File: config.mk
export PLATFORM = sky130hd
export DESIGN_NAME = lafill_cfg
export DESIGN_NICKNAME = d
export VERILOG_FILES = /design/src/design/local_alignment_affine_fill_top_assert.svh /design/src/design/lafill_pkg.sv /design/src/design/lafill_cfg.sv
export SDC_FILE = /design/constraint.sdc
export NUM_CORES = 1
export LEC_CHECK = 0
export BUFFER_PORTS_ARGS = -buffer_cell sky130_fd_sc_hd__buf_4
export CAP_MARGIN = 20
export CORE_MARGIN = 2
export CORE_UTILIZATION = 48
export CTS_BUF_LIST = sky130_fd_sc_hd__clkbuf_2
export DETAILED_ROUTE_END_ITERATION = 6
export GPL_ROUTABILITY_DRIVEN = 0
export PLACE_DENSITY = 0.95
export SLEW_MARGIN = 20
export SYNTH_ARGS = -nofsm -noshare
export SYNTH_HDL_FRONTEND = slang
export SYNTH_SLANG_ARGS = --single-unit
File: constraint.sdc
create_clock -name clk -period 1.6 [get_ports clk]
set_input_delay 0.16 -clock clk [delete_from_list [all_inputs] [get_ports clk]]
set_output_delay 0.16 -clock clk [all_outputs]
set_load 0.02 [all_outputs]
File: src/design/local_alignment_affine_fill_top_assert.svh
// Assertion macros for the local alignment fill block.
// Used by local_alignment_affine_fill_top; expects clk and arst_n in scope.
`ifndef LOCAL_ALIGNMENT_AFFINE_FILL_TOP_ASSERT_SVH
`define LOCAL_ALIGNMENT_AFFINE_FILL_TOP_ASSERT_SVH
`ifndef NO_ASSERTIONS
// checked outside reset
`define LAF_ASSERT(lbl, prop) lbl: assert property (@(posedge clk) disable iff (!arst_n) prop) \
	else $error("lafill: assertion failed");
// checked at every edge, reset included
`define LAF_ASSERT_RST(lbl, prop) lbl: assert property (@(posedge clk) prop) \
	else $error("lafill: reset assertion failed");
`else
`define LAF_ASSERT(lbl, prop)
`define LAF_ASSERT_RST(lbl, prop)
`endif
`endif

File: src/design/lafill_pkg.sv
// Shared types and constants for the local alignment fill block.
// No dependencies.
`default_nettype none
package lafill_pkg;
	localparam int MAX_ROWS_DEF    = 4096;
	localparam int MAX_COLS_DEF    = 1024;
	localparam int SCORE_WIDTH_DEF = 24;

	localparam int APB_ADDR_W = 4;

	localparam logic [1:0] REG_GAP_OPEN   = 2'd0;
	localparam logic [1:0] REG_GAP_EXTEND = 2'd1;
	localparam logic [1:0] REG_ROWS       = 2'd2;
	localparam logic [1:0] REG_COLS       = 2'd3;

	localparam logic signed [15:0] GAP_OPEN_RST   = -16'sd2560;
	localparam logic signed [15:0] GAP_EXTEND_RST = -16'sd256;
	localparam logic [12:0]        ROWS_RST       = 13'd1;
	localparam logic [10:0]        COLS_RST       = 11'd1;

	localparam logic [1:0] SRC_DIAG    = 2'd0;
	localparam logic [1:0] SRC_DELETE  = 2'd1;
	localparam logic [1:0] SRC_INSERT  = 2'd2;
	localparam logic [1:0] SRC_RESTART = 2'd3;

	typedef struct packed {
		logic first_row;
		logic row_end;
		logic mat_end;
	} cell_flags_t;

	typedef struct packed {
		logic [1:0]  trace_source;
		logic        delete_opened;
		logic        insert_opened;
		logic        found;
		logic [22:0] best_score;
		logic [12:0] best_end_row;
		logic [10:0] best_end_col;
	} cell_res_t;
endpackage
`default_nettype wire

File: src/design/lafill_cfg.sv
// APB register file: gap penalties and matrix size.
// Depends on lafill_pkg.
`default_nettype none
module lafill_cfg (
	input  wire logic                             clk,
	input  wire logic                             arst_n,
	input  wire logic                             psel,
	input  wire logic                             penable,
	input  wire logic                             pwrite,
	input  wire logic [lafill_pkg::APB_ADDR_W-1:0] paddr,
	input  wire logic [31:0]                      pwdata,
	output logic [31:0]                           prdata,
	output logic                                  pready,
	output logic signed [15:0]                    gap_open,
	output logic signed [15:0]                    gap_extend,
	output logic [12:0]                           rows_in_use,
	output logic [10:0]                           cols_in_use
);
	import lafill_pkg::*;

	logic [1:0] idx;
	logic       wr;

	assign pready = 1'b1;
	assign idx    = paddr[3:2];
	assign wr     = psel && penable && pwrite && pready;

	always_ff @(posedge clk or negedge arst_n) begin
		if (!arst_n) begin
			gap_open    <= GAP_OPEN_RST;
			gap_extend  <= GAP_EXTEND_RST;
			rows_in_use <= ROWS_RST;
			cols_in_use <= COLS_RST;
		end else if (wr) begin
			unique case (idx)
				REG_GAP_OPEN:   gap_open    <= pwdata[15:0];
				REG_GAP_EXTEND: gap_extend  <= pwdata[15:0];
				REG_ROWS:       rows_in_use <= pwdata[12:0];
				REG_COLS:       cols_in_use <= pwdata[10:0];
			endcase
		end
	end

	always_comb begin
		unique case (idx)
			REG_GAP_OPEN:   prdata = {16'd0, gap_open};
			REG_GAP_EXTEND: prdata = {16'd0, gap_extend};
			REG_ROWS:       prdata = {19'd0, rows_in_use};
			REG_COLS:       prdata = {21'd0, cols_in_use};
		endcase
	end
endmodule
`default_nettype wire

==> results.md <==
- Status: finished with violations
- Failing checks: setup timing
- I/O pins: 130
- Post-synth EDFFs: 0
- CP endpoint kind: primary output
- Most frequently used flop master after synthesis: dfrtp_1
- Number of global-route vias before repair: 2028
- Die width: approximately 79 um
- Worst Setup SP: gap_open[0]$_DFFE_PN0P_
- Largest net degree at the start of global routing: 57
- Crit path time final: 1.70 ns
- Remaining Overflow, GRT: 0
- Area growth syn-to-layout: 48.7%
- Initial Utilization: between 40 and 50%
- FF-to-FF setup slack: around 0.53 ns
- Reg2reg start: cols_in_use[4]$_DFFE_PN0P_
- Number of port buffers: between 90 and 100
- VDD IR max: ~730 uV
- Cell area after placement: between 3000 and 4000 um^2
- Worst skew pair latency: about 0.44 ns
- Placed insts: 335
- Final instance area: about 4000 um^2
- Max-cap violations: 0
- Critical Path Fanout Max: 2
- Final Max Tran Viols: 0
- Fraction of registers with async set/reset: between 90% and 100%
- Final Hold Viols: 0
- Hold Path Class: input pin to asynchronous set/reset pin
- Root Buffer: clkbuf_2
- Worst EP required: around 1.4 ns
- # setup viols final: 11
- Synth warn: 0
- WS Path Type: flip-flop to primary output
- Fmax: between 500 and 600 MHz
- Worst slew pin tran: between 0.7 and 0.8 ns
- Synth Instances: around 170
- Register Area: between 1000 and 1500 um^2
- R2R depth: 3
- Period utilisation layout: 106%
- Initial antenna violation count: 0
- RSZ-0062 raised after global routing: true
- First-pass DRT Iterations: 4
- Yosys reg bits: 56
- Clock-pin slew on the worst setup and hold paths: ~0.28 ns
- Post-DP HPWL: between 4000 and 5000 um
- Clock Sink Count: 56
- TritonCTS clock tree: built
- CTS max path bufs: 2
- Multi-input gate area in the final layout: ~1100 um^2
- Setup TNS: -0.623 ns
- Pre-CTS WS: ~0.17 ns
- TritonCTS Buffers: 5
- Final worst slack: -0.0996 ns
- Gr usage total: between 20% and 30%
- Ant. Diodes: 0
- Via count: 1982
- Sequential area share after synthesis: between 50% and 60%
- Reg2reg end: cols_in_use[4]$_DFFE_PN0P_
- First-pass GRT wire length: about 11000 um
- Worst EP arrival: 1.54 ns
- Fill cells: between 300 and 400
- # H-tree levels: 2
- Syn Std Cell Area: 2690 um^2
- Synth Area per Inst: about 16 um^2
- Final wirelength: 6760 um
- Core ar.: 5470 um^2
- WL/cell: between 15 and 20 um
- Cell variety after synth: 23
- Share of layout cells above drive strength 1: between 70% and 80%
- DR iter-0 viols: 58
- Power Density: 1270 nW/um^2
- Non-Filler Instances: slightly above 400
- Final net count: 372
- Slew HR: between 50 and 60%
- Detailed-route DRC error count: 0
- Pwr Total: a little over 0.005 W
- Skew final: 0 ns
- Site row count: 27
- Post-DRT Antenna Nets: 0
- Static leakage: just under 2 nW
- Full die area: approximately 6200 um^2
- Die Y: a little under 80 um
- Via density: between 4 and 5
- CP Capture Point: prdata[0]
- Critical Path Start Type: flip-flop
==> worst min-delay path by stage <==
stage                         from                           to  cells past startpoint
final                       arst_n    gap_extend[2]$_DFFE_PN0P_                      2
after detailed placement    arst_n      gap_open[5]$_DFFE_PN0P_                      1
after floorplan             arst_n  cols_in_use[10]$_DFFE_PN0P_                      0
after global routing      paddr[3]      gap_open[9]$_DFFE_PN1P_                      4
after CTS                 paddr[3]      gap_open[4]$_DFFE_PN0P_                      4
after global placement      arst_n      gap_open[5]$_DFFE_PN0P_                      1
==> registers in the layout, summed over array words and instances (netlist names) <==
signal / cells
gap_extend: 16
rows_in_use: 13
cols_in_use: 11
gap_open: 16
==> area by class of cell <==
class | count | area share [%]
clock inverter | 1 | 0.125
clock buffer | 7 | 0.877
timing repair buffer | 164 | 33.2
sequential | 56 | 35.6
multi-input combinational | 103 | 27.9
tap | 72 | 2.25
inverter | 1 | 0.0939
==> kinds of logic (layout without fill, tap and decap cells) <==
family,after synthesis,in the layout,synth area share [%]
other cells,2,17,0.279
buf+inv,27,173,7.77
mux,72,72,35.9
flops,56,56,52.9
simple gates,12,12,2.75
compound gates,2,2,0.372
==> worst max-delay path: stages, from the launching register on <==
cell and delay [ns]:
dfrtp_1 0.47, mux4_2 0.48, buf_6 0.15
==> per-layer routing <==
layer	vias to the layer above	global-route usage [%]	share of wire [%]
li1	898	-	-
met1	1006	27.1	39
met2	72	41.7	55
met3	6	4.20	4.7
met4	0	3.62	0.70
met5	-	0	0
==> timing repair <==
action	4_1_cts	5_1_grt
resized for setup	11	2
endpoints found under the hold margin	96	0
hold buffers	17	0
setup endpoints to repair	12	14
gates cloned	0	0
setup buffers	33	11
==> per-stage QoR <==
step	util, %	hold WS, ns
after CTS	71.5	0.265
after global placement	62.4	0.239
after floorplan	-	-0.136
after detailed placement	62.4	0.250
final	73.0	0.284
after global routing	73.0	0.240
==> where the power goes <==
part	internal (W)	switching, W	total, W
Clock	0.000119	0.000413	0.000532
Combinational	0.00136	0.00114	0.00250
Sequential	0.00181	0.000216	0.00203
Total	0.00329	0.00177	0.00506
==> cell usage after synthesis, types with 2 or more instances <==
cell	count	area (um^2)
mux2_1	2	22.5
o21ai_0	2	10.0
mux2_4	10	150
mux2i_1	5	50.1
mux2_2	44	495
nand2_1	2	7.51
dfrtp_1	40	1000
conb_1	2	7.51
mux4_2	11	248
buf_4	22	165
dfstp_2	16	420
nor2_1	4	15.0
==> layout by cell type (no fill, tap or decap), types with 2 or more instances in the layout <==
cell,count
mux2_1,2
mux4_2,11
clkbuf_2,7
nand2_1,2
mux2_2,44
mux2_4,10
conb_1,17
mux2i_1,5
dlygate4sd3_1,17
buf_6,11
nor2_1,4
dfrtp_1,40
o21ai_1,2
dfstp_2,16
buf_4,135
No activity file was read; power rests on OpenSTA's default activity.
