==> config.mk <==
export PLATFORM = sky130hd
export DESIGN_NAME = lafill_seq
export DESIGN_NICKNAME = d
export VERILOG_FILES = /design/src/design/local_alignment_affine_fill_top_assert.svh /design/src/design/lafill_pkg.sv /design/src/design/lafill_seq.sv
export SDC_FILE = /design/constraint.sdc
export NUM_CORES = 1
export LEC_CHECK = 0
export ABC_AREA = 1
export BUFFER_PORTS_ARGS = -buffer_cell sky130_fd_sc_hd__buf_2
export CAP_MARGIN = 20
export CORE_MARGIN = 3
export CORE_UTILIZATION = 59
export DETAILED_ROUTE_END_ITERATION = 10
export GPL_TIMING_DRIVEN = 1
export PLACE_DENSITY = 0.81
export REMOVE_ABC_BUFFERS = 1
export SETUP_SLACK_MARGIN = 0.4
export SYNTH_ARGS = -nofsm -noshare
export SYNTH_HDL_FRONTEND = slang
export SYNTH_SLANG_ARGS = --single-unit
export TNS_END_PERCENT = 50
==> constraint.sdc <==
create_clock -name clk -period 5.45 [get_ports clk]
set_input_delay 0.545 -clock clk [delete_from_list [all_inputs] [get_ports clk]]
set_output_delay 0.545 -clock clk [all_outputs]
set_load 0.02 [all_outputs]
==> src/design/local_alignment_affine_fill_top_assert.svh <==
// Assertion macros for the local alignment fill block.
// Used by local_alignment_affine_fill_top; expects clk and arst_n in scope.
`ifndef LOCAL_ALIGNMENT_AFFINE_FILL_TOP_ASSERT_SVH
`define LOCAL_ALIGNMENT_AFFINE_FILL_TOP_ASSERT_SVH
`ifndef NO_ASSERTIONS
// checked outside reset
`define LAF_ASSERT(lbl, prop) lbl: assert property (@(posedge clk) disable iff (!arst_n) prop) \
	else $error("lafill: assertion failed");
// checked at every edge, reset included
`define LAF_ASSERT_RST(lbl, prop) lbl: assert property (@(posedge clk) prop) \
	else $error("lafill: reset assertion failed");
`else
`define LAF_ASSERT(lbl, prop)
`define LAF_ASSERT_RST(lbl, prop)
`endif
`endif

==> src/design/lafill_pkg.sv <==
// Shared types and constants for the local alignment fill block.
// No dependencies.
`default_nettype none
package lafill_pkg;
	localparam int MAX_ROWS_DEF    = 4096;
	localparam int MAX_COLS_DEF    = 1024;
	localparam int SCORE_WIDTH_DEF = 24;

	localparam int APB_ADDR_W = 4;

	localparam logic [1:0] REG_GAP_OPEN   = 2'd0;
	localparam logic [1:0] REG_GAP_EXTEND = 2'd1;
	localparam logic [1:0] REG_ROWS       = 2'd2;
	localparam logic [1:0] REG_COLS       = 2'd3;

	localparam logic signed [15:0] GAP_OPEN_RST   = -16'sd2560;
	localparam logic signed [15:0] GAP_EXTEND_RST = -16'sd256;
	localparam logic [12:0]        ROWS_RST       = 13'd1;
	localparam logic [10:0]        COLS_RST       = 11'd1;

	localparam logic [1:0] SRC_DIAG    = 2'd0;
	localparam logic [1:0] SRC_DELETE  = 2'd1;
	localparam logic [1:0] SRC_INSERT  = 2'd2;
	localparam logic [1:0] SRC_RESTART = 2'd3;

	typedef struct packed {
		logic first_row;
		logic row_end;
		logic mat_end;
	} cell_flags_t;

	typedef struct packed {
		logic [1:0]  trace_source;
		logic        delete_opened;
		logic        insert_opened;
		logic        found;
		logic [22:0] best_score;
		logic [12:0] best_end_row;
		logic [10:0] best_end_col;
	} cell_res_t;
endpackage
`default_nettype wire

==> src/design/lafill_seq.sv <==
// Cell position sequencer: row/column counters, size clamping, row and matrix end.
// Depends on lafill_pkg.
`default_nettype none
module lafill_seq #(
	parameter int MAX_ROWS = lafill_pkg::MAX_ROWS_DEF,
	parameter int MAX_COLS = lafill_pkg::MAX_COLS_DEF
) (
	input  wire logic                        clk,
	input  wire logic                        arst_n,
	input  wire logic                        advance,
	input  wire logic [12:0]                 rows_in_use,
	input  wire logic [10:0]                 cols_in_use,
	output logic [$clog2(MAX_ROWS)-1:0]      cur_row,
	output logic [$clog2(MAX_COLS)-1:0]      cur_col,
	output lafill_pkg::cell_flags_t          cur_flags
);
	import lafill_pkg::*;

	localparam int RW = $clog2(MAX_ROWS);
	localparam int CW = $clog2(MAX_COLS);

	logic [RW-1:0] row_q, last_row;
	logic [CW-1:0] col_q, last_col;
	logic [31:0]   nrows, ncols;

	// zero counts as one, oversize saturates
	always_comb begin
		if (rows_in_use == '0) begin
			nrows = 32'd1;
		end else if (32'(rows_in_use) > 32'(MAX_ROWS)) begin
			nrows = 32'(MAX_ROWS);
		end else begin
			nrows = 32'(rows_in_use);
		end
		if (cols_in_use == '0) begin
			ncols = 32'd1;
		end else if (32'(cols_in_use) > 32'(MAX_COLS)) begin
			ncols = 32'(MAX_COLS);
		end else begin
			ncols = 32'(cols_in_use);
		end
	end

	assign last_row = RW'(nrows - 32'd1);
	assign last_col = CW'(ncols - 32'd1);

	// a counter past a shrunk size behaves as the last index
	assign cur_row = (row_q >= last_row) ? last_row : row_q;
	assign cur_col = (col_q >= last_col) ? last_col : col_q;

	assign cur_flags.first_row = (cur_row == '0);
	assign cur_flags.row_end   = (cur_col == last_col);
	assign cur_flags.mat_end   = cur_flags.row_end && (cur_row == last_row);

	always_ff @(posedge clk or negedge arst_n) begin
		if (!arst_n) begin
			row_q <= '0;
			col_q <= '0;
		end else if (advance) begin
			if (cur_flags.mat_end) begin
				row_q <= '0;
				col_q <= '0;
			end else if (cur_flags.row_end) begin
				row_q <= cur_row + RW'(1);
				col_q <= '0;
			end else begin
				row_q <= cur_row;
				col_q <= cur_col + CW'(1);
			end
		end
	end
endmodule
`default_nettype wire

==> impl_metrics.json <==
{
  "outcome": "complete, no violations",
  "clkTransAtPathRegs_ps": 100,
  "insertedDiodeCount": 0,
  "grt_remaining_overflow": 0,
  "layout_commonest_cell": "sky130_fd_sc_hd__nand2_1",
  "dp_wirelength_um": 7960,
  "synth_seq_cells": 22,
  "peakVddDrop_uv": 335,
  "finalCriticalPeriod_ps": 4750,
  "cp-start-kind": "primary input",
  "crit_path_max_fanout": 8,
  "grt_first_pass_wirelength_um": 16500,
  "drt-total-wl_um": 10000,
  "setup_viol": 0,
  "grt_start_max_net_pins": 25,
  "areaGrowthSynthToFinish_pct": 13.5,
  "first_global_vias": 3589,
  "maxCapViolCount": 0,
  "finalNetCount": 707,
  "netlist_area_mm2": 0.00358,
  "num-fill-cells": 527,
  "fraction_of_power_consumed_by_the_clock_network": 0.079,
  "path_class": "primary input to output pin",
  "fp.dieH_um": 83.9,
  "drt_iter0_drc": 375,
  "detail_route.vias_per_cell": 5.55,
  "data_required_time_of_the_critical_path_ps": 4910,
  "synthFlopType": "sky130_fd_sc_hd__dfrtp_1",
  "drive_above_1_share": 0.203,
  "sw_frac_of_total": 0.588,
  "setup_tns_ps": 0,
  "ff2ff_setup_slack_ps": 2260,
  "htree_num_levels": 1,
  "core_region_area_mm2": 0.00568,
  "drcViolationCount": 0,
  "dieWidth_um": 83.9,
  "antenna_found_initial": 0,
  "rsz0062_at_grt": "yes",
  "share_of_flip_flops_with_an_asynchronous_set_or_reset": 1.00,
  "io_pins": 52,
  "dieArea_mm2": 0.00704,
  "drtPass1Iterations": 5,
  "pre_cts_slack_ps": 245,
  "initial_core_util": 0.631,
  "routed_wire_length_per_instance_um": 13.8,
  "io_buffers": 51,
  "layout_common_cells": "184 x sky130_fd_sc_hd__nand2_1, 100 x sky130_fd_sc_hd__inv_1, 52 x sky130_fd_sc_hd__nor2_1",
  "critical_path.reg2reg.endpoint": "row_q[6]",
  "antenna_violation_net_count_after_detailed_routing": 0,
  "synth.yosys.seq_area_share": 0.154,
  "critPathArrivalTime_ps": 4210,
  "cp-endpoint": "cur_flags[0]",
  "share_comb_of_total_power": 0.771,
  "power.switching_w": 0.00122,
  "powerDensity_mw_per_mm2": 512,
  "cts-root-buf": "sky130_fd_sc_hd__clkbuf_8",
  "min_period_over_period": 0.872,
  "synth.area.top_cells": "sky130_fd_sc_hd__nand2_1 19%, sky130_fd_sc_hd__dfrtp_1 15%, sky130_fd_sc_hd__inv_1 10%, sky130_fd_sc_hd__ha_1 8.7%, sky130_fd_sc_hd__nand3_1 6.9%",
  "r2r_start": "row_q[0]",
  "synth.distinct_cells": 44,
  "gp_congestion": 0.907,
  "gr-usage-all-layers": 0.277,
  "synth_largest_area_cell": "sky130_fd_sc_hd__nand2_1",
  "cellInternalPower_w": 0.000857,
  "cts.sink_count": 22,
  "finalClockSkew_ps": 11.1,
  "clock_tree.buffer_depth": 2,
  "cts_hold_repair.buffers": 0,
  "report.final.hold_viol_count": 0,
  "finalWorstSetupSlack_ps": 697,
  "timing_limited_maximum_frequency_mhz": 210,
  "crit_path_start": "cols_in_use[3]",
  "post_synth.cell_area_avg_um2": 5.98,
  "synth-edff-count": 0,
  "slew_violations": 0,
  "hp-class": "primary input to async pin",
  "critPathCaptureType": "output pin",
  "number_of_buffers_added_by_the_clock_tree_synthesis_step": 3,
  "timing_worst_slew_pin_value_ps": 633,
  "leakage_nw": 2.36,
  "synth.yosys.warnings": 0,
  "pwr-share-seq": 0.151,
  "total_number_of_placement_rows": 27,
  "post-synth-top-area-fraction": 0.193,
  "cts_tree": "done",
  "worstRegToRegCells": 23,
  "skew_pair_late_insertion_delay_ps": 280,
  "synthCells": 598,
  "vias_after_detailed_routing": 4032,
  "worst_slew_slack_as_a_fraction_of_its_limit": 0.572
}
==> power groups by stage <==
stage | clock [W] | combinational, W | sequential [W]
2_1_floorplan | 0 | 0.00115 | 0.000286
3_3_place_gp | 0 | 0.00150 | 0.000310
3_5_place_dp | 0 | 0.00154 | 0.000312
4_1_cts | 0.000165 | 0.00156 | 0.000309
5_1_grt | 0.000171 | 0.00178 | 0.000320
6_report | 0.000164 | 0.00160 | 0.000314
==> stage by stage <==
step	hold slack, ps	cells	area [um2]	total power, W	util
floorplan	249	588	3520	0.00143	-
global placement	527	714	3880	0.00181	0.684
detailed placement	528	714	3880	0.00185	0.684
CTS	256	720	3970	0.00204	0.700
global route	263	726	4060	0.00227	0.715
finish	236	726	4060	0.00208	0.715
==> how the worst min path moves through the flow <==
stage	slack, ps	depth (start not counted)	end
5_1_grt	260	1	row_q[9]
2_1_floorplan	250	0	col_q[0]
4_1_cts	260	1	row_q[9]
3_3_place_gp	530	2	row_q[11]
3_5_place_dp	530	2	row_q[11]
6_report	240	1	row_q[9]
==> what timing repair did <==
item / 4_1_cts / 5_1_grt
endpoints found under the hold margin: 0 / 0
setup endpoints to repair: 1 / 2
buffers inserted: 2 / 5
resized for setup: 0 / 9
pin swaps: 0 / 4
cloned: 0 / 1
==> area by class of cell <==
type	count	area, um2	area share
Timing Repair Buffer	61	330	0.0814
Inverter	109	409	0.101
Multi-Input combinational cell	458	2610	0.643
Clock inverter	1	30.0	0.00740
Tap cell	72	90.1	0.0222
Clock buffer	3	41.3	0.0102
Sequential cell	22	551	0.136
==> sequential cells by signal, summed over array words and instances (netlist names) <==
register  count
col_q        10
row_q        12
==> cell usage after synthesis (5+ instances only) <==
cell type,n
sky130_fd_sc_hd__nand2_2,12
sky130_fd_sc_hd__nand4_1,28
sky130_fd_sc_hd__inv_1,100
sky130_fd_sc_hd__xor2_1,12
sky130_fd_sc_hd__ha_1,25
sky130_fd_sc_hd__o21ai_2,9
sky130_fd_sc_hd__nand3_2,6
sky130_fd_sc_hd__o21ai_1,5
sky130_fd_sc_hd__inv_2,8
sky130_fd_sc_hd__nor3_1,7
sky130_fd_sc_hd__nand2_1,184
sky130_fd_sc_hd__dfrtp_1,22
sky130_fd_sc_hd__o21ai_0,10
sky130_fd_sc_hd__o22ai_1,7
sky130_fd_sc_hd__nand3_1,49
sky130_fd_sc_hd__nor2_2,5
sky130_fd_sc_hd__a21oi_1,9
sky130_fd_sc_hd__nor2_1,54
==> worst max-delay path, cell delays in order <==
cell and delay, ps:
sky130_fd_sc_hd__buf_2 120, sky130_fd_sc_hd__nor2_2 140, sky130_fd_sc_hd__nand3_2 150, sky130_fd_sc_hd__nor2_1 130, sky130_fd_sc_hd__nand2_1 90, sky130_fd_sc_hd__nand2_1 110, sky130_fd_sc_hd__nand2_4 110, sky130_fd_sc_hd__ha_2 230
sky130_fd_sc_hd__nand2_1 90, sky130_fd_sc_hd__nand2_1 50, sky130_fd_sc_hd__nand2_1 120, sky130_fd_sc_hd__inv_2 50, sky130_fd_sc_hd__ha_1 260, sky130_fd_sc_hd__nand2_1 130, sky130_fd_sc_hd__a21oi_1 70, sky130_fd_sc_hd__o21ai_1 170
sky130_fd_sc_hd__nand4_1 130, sky130_fd_sc_hd__buf_4 180, sky130_fd_sc_hd__o21ai_2 260, sky130_fd_sc_hd__xnor2_2 170, sky130_fd_sc_hd__nand4_2 170, sky130_fd_sc_hd__nor2_8 150, sky130_fd_sc_hd__nand3_2 100, sky130_fd_sc_hd__nor2_2 100
sky130_fd_sc_hd__nand3_2 80, sky130_fd_sc_hd__nor2_4 100, sky130_fd_sc_hd__buf_2 170
==> cells by family after synthesis <==
logic type	after synthesis	synth area share
simple gates	361	0.480
fa+ha+maj	25	0.0874
compound gates	55	0.107
xor+xnor	16	0.0392
buf+inv	119	0.132
flops	22	0.154
==> metal layers <==
layer / global-route usage / part of all wire / vias to the layer above
met2: 0.443 / 0.44 / 160
met3: 0.0444 / 0.088 / 10
met1: 0.402 / 0.47 / 1823
met5: 0 / 0 / -
met4: 0.0351 / 0.0076 / 0
li1: - / - / 2039
Power figures use the tool's default switching activity.
