--- src/design/local_alignment_affine_fill_top_assert.svh ---
// Assertion macros for the local alignment fill block.
// Used by local_alignment_affine_fill_top; expects clk and arst_n in scope.
`ifndef LOCAL_ALIGNMENT_AFFINE_FILL_TOP_ASSERT_SVH
`define LOCAL_ALIGNMENT_AFFINE_FILL_TOP_ASSERT_SVH
`ifndef NO_ASSERTIONS
// checked outside reset
`define LAF_ASSERT(lbl, prop) lbl: assert property (@(posedge clk) disable iff (!arst_n) prop) \
	else $error("lafill: assertion failed");
// checked at every edge, reset included
`define LAF_ASSERT_RST(lbl, prop) lbl: assert property (@(posedge clk) prop) \
	else $error("lafill: reset assertion failed");
`else
`define LAF_ASSERT(lbl, prop)
`define LAF_ASSERT_RST(lbl, prop)
`endif
`endif

--- src/design/lafill_pkg.sv ---
// Shared types and constants for the local alignment fill block.
// No dependencies.
`default_nettype none
package lafill_pkg;
	localparam int MAX_ROWS_DEF    = 4096;
	localparam int MAX_COLS_DEF    = 1024;
	localparam int SCORE_WIDTH_DEF = 24;

	localparam int APB_ADDR_W = 4;

	localparam logic [1:0] REG_GAP_OPEN   = 2'd0;
	localparam logic [1:0] REG_GAP_EXTEND = 2'd1;
	localparam logic [1:0] REG_ROWS       = 2'd2;
	localparam logic [1:0] REG_COLS       = 2'd3;

	localparam logic signed [15:0] GAP_OPEN_RST   = -16'sd2560;
	localparam logic signed [15:0] GAP_EXTEND_RST = -16'sd256;
	localparam logic [12:0]        ROWS_RST       = 13'd1;
	localparam logic [10:0]        COLS_RST       = 11'd1;

	localparam logic [1:0] SRC_DIAG    = 2'd0;
	localparam logic [1:0] SRC_DELETE  = 2'd1;
	localparam logic [1:0] SRC_INSERT  = 2'd2;
	localparam logic [1:0] SRC_RESTART = 2'd3;

	typedef struct packed {
		logic first_row;
		logic row_end;
		logic mat_end;
	} cell_flags_t;

	typedef struct packed {
		logic [1:0]  trace_source;
		logic        delete_opened;
		logic        insert_opened;
		logic        found;
		logic [22:0] best_score;
		logic [12:0] best_end_row;
		logic [10:0] best_end_col;
	} cell_res_t;
endpackage
`default_nettype wire

--- src/design/lafill_cell.sv ---
// Cell recurrence: match/delete/insert update, insert and diagonal registers,
// best score tracking. Depends on lafill_pkg.
`default_nettype none
module lafill_cell #(
	parameter int MAX_ROWS    = lafill_pkg::MAX_ROWS_DEF,
	parameter int MAX_COLS    = lafill_pkg::MAX_COLS_DEF,
	parameter int SCORE_WIDTH = lafill_pkg::SCORE_WIDTH_DEF
) (
	input  wire logic                           clk,
	input  wire logic                           arst_n,
	input  wire logic                           fire,
	input  wire lafill_pkg::cell_flags_t        flags,
	input  wire logic [$clog2(MAX_ROWS)-1:0]    row,
	input  wire logic [$clog2(MAX_COLS)-1:0]    col,
	input  wire logic signed [15:0]             score,
	input  wire logic signed [SCORE_WIDTH-1:0]  above_m,
	input  wire logic signed [SCORE_WIDTH-1:0]  above_d,
	input  wire logic signed [15:0]             gap_open,
	input  wire logic signed [15:0]             gap_extend,
	output logic signed [SCORE_WIDTH-1:0]       match_new,
	output logic signed [SCORE_WIDTH-1:0]       delete_new,
	output lafill_pkg::cell_res_t               res
);
	import lafill_pkg::*;

	localparam int W  = SCORE_WIDTH;
	localparam int RW = $clog2(MAX_ROWS);
	localparam int CW = $clog2(MAX_COLS);
	localparam logic signed [W-1:0] NEG_INF = {1'b1, {(W-1){1'b0}}};
	localparam logic signed [W-1:0] POS_MAX = {1'b0, {(W-1){1'b1}}};
	localparam logic signed [W-1:0] ZERO    = '0;

	function automatic logic signed [W-1:0] sat_add(input logic signed [W-1:0] a,
			input logic signed [15:0] b);
		logic [W:0] s;
		s = {a[W-1], a} + {{(W-15){b[15]}}, b};
		if (s[W] != s[W-1]) begin
			return s[W] ? NEG_INF : POS_MAX;
		end
		return s[W-1:0];
	endfunction

	logic signed [W-1:0] insert_q, diag_q, best_q;
	logic [RW-1:0]       best_row_q;
	logic [CW-1:0]       best_col_q;

	logic signed [W-1:0] x, md, dn, in_ext, insert_new, best_n;
	logic [1:0]          src;
	logic                dopen, iopen, better, found;
	logic [RW-1:0]       best_row_n;
	logic [CW-1:0]       best_col_n;
	logic [31:0]         bs32, br32, bc32;

	always_comb begin
		x   = diag_q;
		src = SRC_DIAG;
		if (above_d > x) begin
			x   = above_d;
			src = SRC_DELETE;
		end
		if (insert_q > x) begin
			x   = insert_q;
			src = SRC_INSERT;
		end
		if (x <= ZERO) begin
			x   = ZERO;
			src = SRC_RESTART;
		end
	end

	assign match_new = sat_add(x, score);

	// ties go to gap open
	assign md         = sat_add(diag_q, gap_open);
	assign dn         = sat_add(above_d, gap_extend);
	assign dopen      = (md >= dn);
	assign delete_new = dopen ? md : dn;
	assign in_ext     = sat_add(insert_q, gap_extend);
	assign iopen      = (md >= in_ext);
	assign insert_new = iopen ? md : in_ext;

	assign better     = (match_new > best_q);
	assign best_n     = better ? match_new : best_q;
	assign best_row_n = better ? row : best_row_q;
	assign best_col_n = better ? col : best_col_q;
	assign found      = flags.mat_end && (best_n > ZERO);

	assign bs32 = 32'(best_n);
	assign br32 = 32'(best_row_n) + 32'd1;
	assign bc32 = 32'(best_col_n) + 32'd1;

	assign res.trace_source  = src;
	assign res.delete_opened = dopen;
	assign res.insert_opened = iopen;
	assign res.found         = found;
	assign res.best_score    = found ? bs32[22:0] : '0;
	assign res.best_end_row  = found ? br32[12:0] : '0;
	assign res.best_end_col  = found ? bc32[10:0] : '0;

	always_ff @(posedge clk or negedge arst_n) begin
		if (!arst_n) begin
			insert_q   <= NEG_INF;
			diag_q     <= ZERO;
			best_q     <= ZERO;
			best_row_q <= '0;
			best_col_q <= '0;
		end else if (fire) begin
			if (flags.mat_end) begin
				insert_q   <= NEG_INF;
				diag_q     <= ZERO;
				best_q     <= ZERO;
				best_row_q <= '0;
				best_col_q <= '0;
			end else begin
				best_q     <= best_n;
				best_row_q <= best_row_n;
				best_col_q <= best_col_n;
				if (flags.row_end) begin
					insert_q <= NEG_INF;
					diag_q   <= NEG_INF;
				end else begin
					insert_q <= insert_new;
					diag_q   <= above_m;
				end
			end
		end
	end
endmodule
`default_nettype wire

--- config.mk ---
export PLATFORM = sky130hd
export DESIGN_NAME = lafill_cell
export DESIGN_NICKNAME = d
export VERILOG_FILES = /design/src/design/local_alignment_affine_fill_top_assert.svh /design/src/design/lafill_pkg.sv /design/src/design/lafill_cell.sv
export SDC_FILE = /design/constraint.sdc
export NUM_CORES = 1
export LEC_CHECK = 0
export BUFFER_PORTS_ARGS = -buffer_cell sky130_fd_sc_hd__buf_2
export CAP_MARGIN = 20
export CORE_MARGIN = 10
export CORE_UTILIZATION = 45
export CTS_CLUSTER_DIAMETER = 150
export DETAILED_ROUTE_END_ITERATION = 6
export MAX_ROUTING_LAYER = met4
export PLACE_DENSITY = 0.73
export SYNTH_ARGS = -nofsm -noshare
export SYNTH_HDL_FRONTEND = slang
export SYNTH_SLANG_ARGS = --single-unit
--- constraint.sdc ---
create_clock -name clk -period 10.6 [get_ports clk]
set_input_delay 0 -clock clk [delete_from_list [all_inputs] [get_ports clk]]
set_output_delay 0 -clock clk [all_outputs]
set_load 0.02 [all_outputs]
==> flow_summary.ini, run 1 <==
[run_status]
status = finished with violations
violations = negative setup slack

[yosys]
synth_warnings = 0
avgSynthCellArea_um2 = 7.79
synth-edff-count = 0
yosysTopAreaCell = ha_1
ys.flop_type = dfrtp_1
yosys.area.top_type_share_pct = 17.9
synth_cell_types = 104
ys_seq_area_share_pct = 15.1
async_flop_share_pct = 100
synth_area_um2 = 15600
ys_ff_latch = 94
syn_nets = 2358
synth_area_leaders = ha_1 18%, dfrtp_1 15%, a21oi_1 4.9%, a21o_1 4.2%, o21ai_0 3.7%
syn_inst = 2006

[detailed_routing]
vias = 18000
viasPerCell = 6.41
highest_layer = met4
wl_per_cell_um = 22.8
met3_length_mm = 5.45
dr_wl_met2_mm = 29.7
drc = 0
met1_length_mm = 25.8
drt_iter0_markers = 1764
drt_wl_total_mm = 63.9
dr.pass1.iters = 6
ant_nets = 0

[clock_tree]
numCtsBuffers = 9
clock-sinks = 94
clock_path_buffers = 2
clk_latency_ps = 380
clockRootBuffer = clkbuf_16
cts_tree = built
path_clk_slew_ps = 70
htreeDepth = 3

[setup_path]
worst-path-max-fanout = 8
worstPathArrival_ps = 10860
reg2reg_from = diag_q[23]
r2r_slack_ps = 560
end_kind = output pin
cpMaxStageDelayCell = or4_4
r2r-end = best_row_q[7]
crit_start = diag_q[23]
cp-start-kind = flop
critPathMaxStageDelay_ps = 530
path_class = reg2out
worstPathRequired_ps = 10600
r2r_cells = 43

[place]
placed_area_um2 = 17700
dp.cells = 2669
place_congestion = 1.01
dp_hpwl_mm = 47.8
placement.io_buffers = 222

[sta]
fin_crit_ps = 10860
finalSetupViolations = 25
rsz0062_at_grt = true
max_freq_mhz = 92.0
slew_violations = 0
finalClockSkew_ps = 11.3
timing.final.crit_share_pct = 102
fin_ws_ps = -265
finalHoldViolations = 0
relSlewSlack_pct = 27.2
setup_tns_ps = -2990
worstMarginPinSlew_ps = 1090

[cells_and_area]
design_area_um2 = 20400
drive_gt1_share_pct = 26.4
fill_cells = 3004
syn_to_final_growth_pct = 30.4
utilization_pct = 59.3
layout_commonest_cell = buf_2
final_cell_mix = 207 x buf_2, 201 x ha_1, 143 x nand2_1
instances_no_fill = 2805
nNetsFinal = 2691

[hold_path]
min_to = best_col_q[3]
hold_path_startpoint = col[3]
hold_depth = 3
hold_path_class = in2reg

[pwr]
total_power_w = 0.00787
peakVddDrop_v = 0.000332
powerDensity_nw_per_um2 = 386
leakagePower_nw = 9.50

[global_routing]
overflow = 0
grt_pass1_wl_mm = 93.7
grt_antenna_before_repair = 4
track_usage_pct = 28.5
grt_pass1_vias = 17100
grt_max_degree = 65

[die]
io_pins = 224
die_w_um = 206
dieArea_um2 = 42600
start_util_pct = 45.5
core_um2 = 34400
row_count = 68
die_h_um = 206

[flow_run]
cap_violations = 0
==> worst max-delay path: cells and delay by family, from the launching register on <==
kind | cells | cell delay, ps
AOI/OAI and AO/OA | 20 | 4250
and+or+nand+nor | 12 | 2310
buffers and inverters | 9 | 1390
adders and majority gates | 5 | 1310
muxes | 3 | 840
DFF | 1 | 400
==> worst max path at each step <==
| stage | endpoint | slack [ps] | cells after the start |
|---|---|---|---|
| after floorplan | res[23] | 30 | 54 |
| after global placement | res[23] | 330 | 49 |
| after detailed placement | res[23] | 50 | 49 |
| after CTS | res[19] | 6 | 50 |
| after global routing | res[23] | -500 | 49 |
| final | res[19] | -260 | 49 |
==> report_power, final <==
part | leakage, nW | internal [W] | switching (W)
sequential | 1.25 | 0.000473 | 0.000187
clock | 0.137 | 0.000169 | 0.000173
combinational | 8.12 | 0.00288 | 0.00398
==> synth_stat cells (14+ instances only) <==
master	number
ha_1	224
a21oi_1	154
nand2_1	151
nor2_1	138
inv_1	124
o21ai_0	114
dfrtp_1	93
a21o_1	88
clkbuf_1	66
xnor2_1	60
nor3_1	57
mux2i_1	49
nand3_1	45
o21a_1	39
xor2_1	39
nand4_1	35
a31oi_1	33
o22ai_1	29
nor2b_1	25
nor4_1	24
o211ai_1	22
o2bb2ai_1	21
a22oi_1	20
and3_1	19
nand2b_1	17
a221o_1	15
a221oi_1	15
o21bai_1	15
o221ai_1	14
==> per-layer routing <==
metal | up-vias | GRT usage, %
met5 | - | -
met4 | 0 | 13.3
met3 | 196 | 4.66
met2 | 916 | 45.3
met1 | 8644 | 34.7
li1 | 8235 | -
==> stage by stage <==
stage	hold slack [ps]	setup slack, ps
floorplan	-296	30.3
global placement	-22.2	334
detailed placement	-19.2	48.6
CTS	5.68	5.58
global route	57.2	-496
finish	17.7	-265
==> cell families after synthesis <==
group | count (synthesis) | share of synthesized area [%]
AO/OA/AOI/OAI | 724 | 32.8
AND/OR/NAND/NOR | 565 | 17.6
adder cells (fa/ha/maj) | 233 | 18.8
buffers and inverters | 228 | 6.13
XOR/XNOR | 99 | 5.55
flip-flops | 94 | 15.1
multiplexers | 62 | 4.07
other | 1 | 0.0240
==> timing repair <==
item	4_1_cts	5_1_grt
endpoints found under the setup margin	25	52
pin swaps	24	90
resized for setup	85	149
buffers inserted	25	41
cloned	4	5
hold buffers	39	0
endpoints found under the hold margin	69	0
==> flip-flops by register name, summed over array words and instances (netlist names) <==
signal,flops
best_col_q,10
diag_q,24
insert_q,24
best_row_q,12
best_q,24
==> final cells by class <==
type | count | area [µm²] | area share (%)
Multi-Input combinational cell | 1684 | 13500 | 66.1
Tap cell | 455 | 569 | 2.79
Inverter | 126 | 473 | 2.32
Antenna cell | 6 | 15.0 | 0.0737
Clock buffer | 11 | 243 | 1.19
Clock inverter | 5 | 42.5 | 0.209
Sequential cell | 94 | 2350 | 11.6
Timing Repair Buffer | 424 | 3210 | 15.8
Note: power is estimated with default switching activity, not from simulation.
==> run 2, diff against run 1 <==
--- a/config.mk
+++ b/config.mk
@@ -5,6 +5,7 @@
 export SDC_FILE = /design/constraint.sdc
 export NUM_CORES = 1
 export LEC_CHECK = 0
+export ABC_AREA = 1
 export BUFFER_PORTS_ARGS = -buffer_cell sky130_fd_sc_hd__buf_2
 export CAP_MARGIN = 20
 export CORE_MARGIN = 10
@@ -12,7 +13,7 @@
 export CTS_CLUSTER_DIAMETER = 150
 export DETAILED_ROUTE_END_ITERATION = 6
 export MAX_ROUTING_LAYER = met4
-export PLACE_DENSITY = 0.73
+export PLACE_DENSITY = 0.7
 export SYNTH_ARGS = -nofsm -noshare
 export SYNTH_HDL_FRONTEND = slang
 export SYNTH_SLANG_ARGS = --single-unit
==> constraint.sdc (replaced) <==
create_clock -name clk -period 13.3 [get_ports clk]
set_input_delay 0 -clock clk [delete_from_list [all_inputs] [get_ports clk]]
set_output_delay 0 -clock clk [all_outputs]
set_load 0.02 [all_outputs]
==> flow_summary.ini, run 2 <==
[cells_and_area]
largest_registers = best_q (24), diag_q (24), insert_q (24)
syn_to_final_growth_pct = 12.7
drive_gt1_share_pct = 10.7
layout_commonest_cell = nand2_1
final_cell_mix = 821 x nand2_1, 352 x inv_1, 224 x ha_1
nNetsFinal = 3120

[clock_tree]
clk_latency_ps = 370
clockRootBuffer = clkbuf_16
clock_path_buffers = 2
htreeDepth = 3
cts_tree = built
path_clk_slew_ps = 90
numCtsBuffers = 9
clock-sinks = 94
postCtsSetupBuffers = 0

[die]
row_count = 67
io_pins = 224
dieArea_um2 = 41800
start_util_pct = 45.7
core_um2 = 33500
die_w_um = 204
die_h_um = 204

[detailed_routing]
drt_iter0_markers = 1569
drt_wl_total_mm = 59.7
viasPerCell = 5.45
wl_per_cell_um = 18.5
dr.pass1.iters = 5
drc = 0
vias = 17600
ant_nets = 0

[sta]
finalSetupViolations = 0
setup_tns_ps = 0
finalHoldViolations = 2
worstMarginPinSlew_ps = 1010
fin_crit_ps = 11930
relSlewSlack_pct = 32.3
max_freq_mhz = 83.8
holdWs_ps = -3.74
timing.final.crit_share_pct = 89.7
rsz0062_at_grt = false
slew_violations = 0
finalClockSkew_ps = 21.3

[yosys]
ys.flop_type = dfrtp_1
synthXorXnorAreaFrac_pct = 2.29
yosysMostFrequentCell = nand2_1
ys_ff_latch = 94
avgSynthCellArea_um2 = 5.95
yosys.area.top_type_share_pct = 20.1
synth_cell_types = 51
yosys-top-cells-count = 822 x nand2_1, 352 x inv_1, 224 x ha_1
syn_inst = 2574
synth_warnings = 0
ys_seq_area_share_pct = 15.4
synth_top_family_by_area = simple AND/OR/NAND/NOR gates
synth_adder_area_share_pct = 18.8
yosysTopAreaCell = nand2_1
synth-edff-count = 0
synthMuxAreaShare_pct = 0.131
synth_area_leaders = nand2_1 20%, ha_1 18%, dfrtp_1 15%, inv_1 8.6%, a21oi_1 5.8%
syn_nets = 2926
synth_area_um2 = 15300
synth_compound_area_share_pct = 15.9
synthSimpleGateAreaFrac_pct = 36.2
async_flop_share_pct = 100

[setup_path]
cp_common_cell = nand2_1
path_class = reg2out
critPathMaxStageDelay_ps = 550
cpMaxStageDelayCell = inv_2
worstPathRequired_ps = 13300
cp-start-kind = flop
r2r-end = best_col_q[6]
r2r_cells = 59
worst-path-max-fanout = 48
reg2reg_from = diag_q[14]
path_depth = 65
crit_start = diag_q[14]
crit_path_end = res[4]
end_kind = output pin
cpLargestDelayFamily = simple AND/OR/NAND/NOR gates
critPathBufInv = 8
worstPathArrival_ps = 11930
r2r_slack_ps = 2600

[hold_path]
hold_path_class = in2reg

[flow_run]
cap_violations = 0

[global_routing]
grt_pass1_wl_mm = 90.1
grt_max_degree = 68
track_usage_pct = 28.3
grt_antenna_before_repair = 2
grt_pass1_vias = 16300
overflow = 0

[place]
placement.io_buffers = 222
dp_hpwl_mm = 49.2
place_congestion = 1.04

[run_status]
violations = negative hold slack
status = finished with violations
run 2: cell types whose count changed after synthesis, sizes merged, moves of 44 or more:
cell	previous run	this run
nand3	45	171
nor2	140	212
inv	124	354
mux2i	49	2
a21o	89	12
nand2	152	825
xnor2	60	16
o21ai	128	181
run 2: worst min-delay path by stage:
stage / startpoint / end / slack, ps / depth (start not counted)
2_1_floorplan: arst_n / best_col_q[0] / -300 / 0
3_3_place_gp: arst_n / best_q[15] / 3 / 1
3_5_place_dp: arst_n / best_q[13] / 10 / 1
4_1_cts: flags[1] / diag_q[23] / 20 / 3
5_1_grt: flags[1] / diag_q[9] / 30 / 4
6_report: flags[1] / diag_q[14] / -4 / 4
run 2: kinds of logic after synthesis:
logic type,count (synthesis)
buf+inv,430
compound gates,446
simple gates,1333
other cells,1
flops,94
fa+ha+maj,228
mux,2
xor+xnor,40
run 2: per-layer routing:
| layer | track usage, % | wire length, µm | vias to the layer above |
|---|---|---|---|
| met5 | - | 0 | - |
| met4 | 9.55 | 2040 | 0 |
| met3 | 5.56 | 5090 | 98 |
| met2 | 41.8 | 25600 | 670 |
| met1 | 37.7 | 26900 | 7997 |
| li1 | - | - | 8804 |
run 2: what timing repair did:
item | CTS | global route
resized for setup | 0 | 2
hold buffers | 25 | 0
endpoints found under the setup margin | 0 | 48
hold endpoints to repair | 61 | 0
run 2: worst reg2reg max path, delay by kind of cell (launching register included):
family                     cells  cell delay, ps
adders and majority gates      5            1610
and+or+nand+nor               41            5480
AOI/OAI and AO/OA              5            1380
buffers and inverters          8            1700
DFF                            1             440
run 2: final cells by class:
class	count	area, µm²
Antenna cell	2	5.00
Clock buffer	10	239
Clock inverter	5	42.5
Fill cell	3583	16300
Inverter	356	1340
Multi-Input combinational cell	2050	11300
Sequential cell	94	2350
Tap cell	448	561
Timing Repair Buffer	257	1470
run 2: stage by stage:
stage	setup WS, ps	hold slack, ps	utilization, %	instance area [µm²]	cells
after detailed placement	1550	11.9	49.8	16700	3179
after CTS	1120	18.8	51.4	17200	3219
final	1370	-3.74	51.5	17300	3222
after global placement	1850	2.84	49.7	16700	3178
after global routing	180	33.4	51.5	17300	3222
after floorplan	4730	-296	-	15300	2574
Power of run 2 is left out: the tool's default activity adds up to more than one toggle a clock period on the data nets, which glitch-free logic cannot reach.
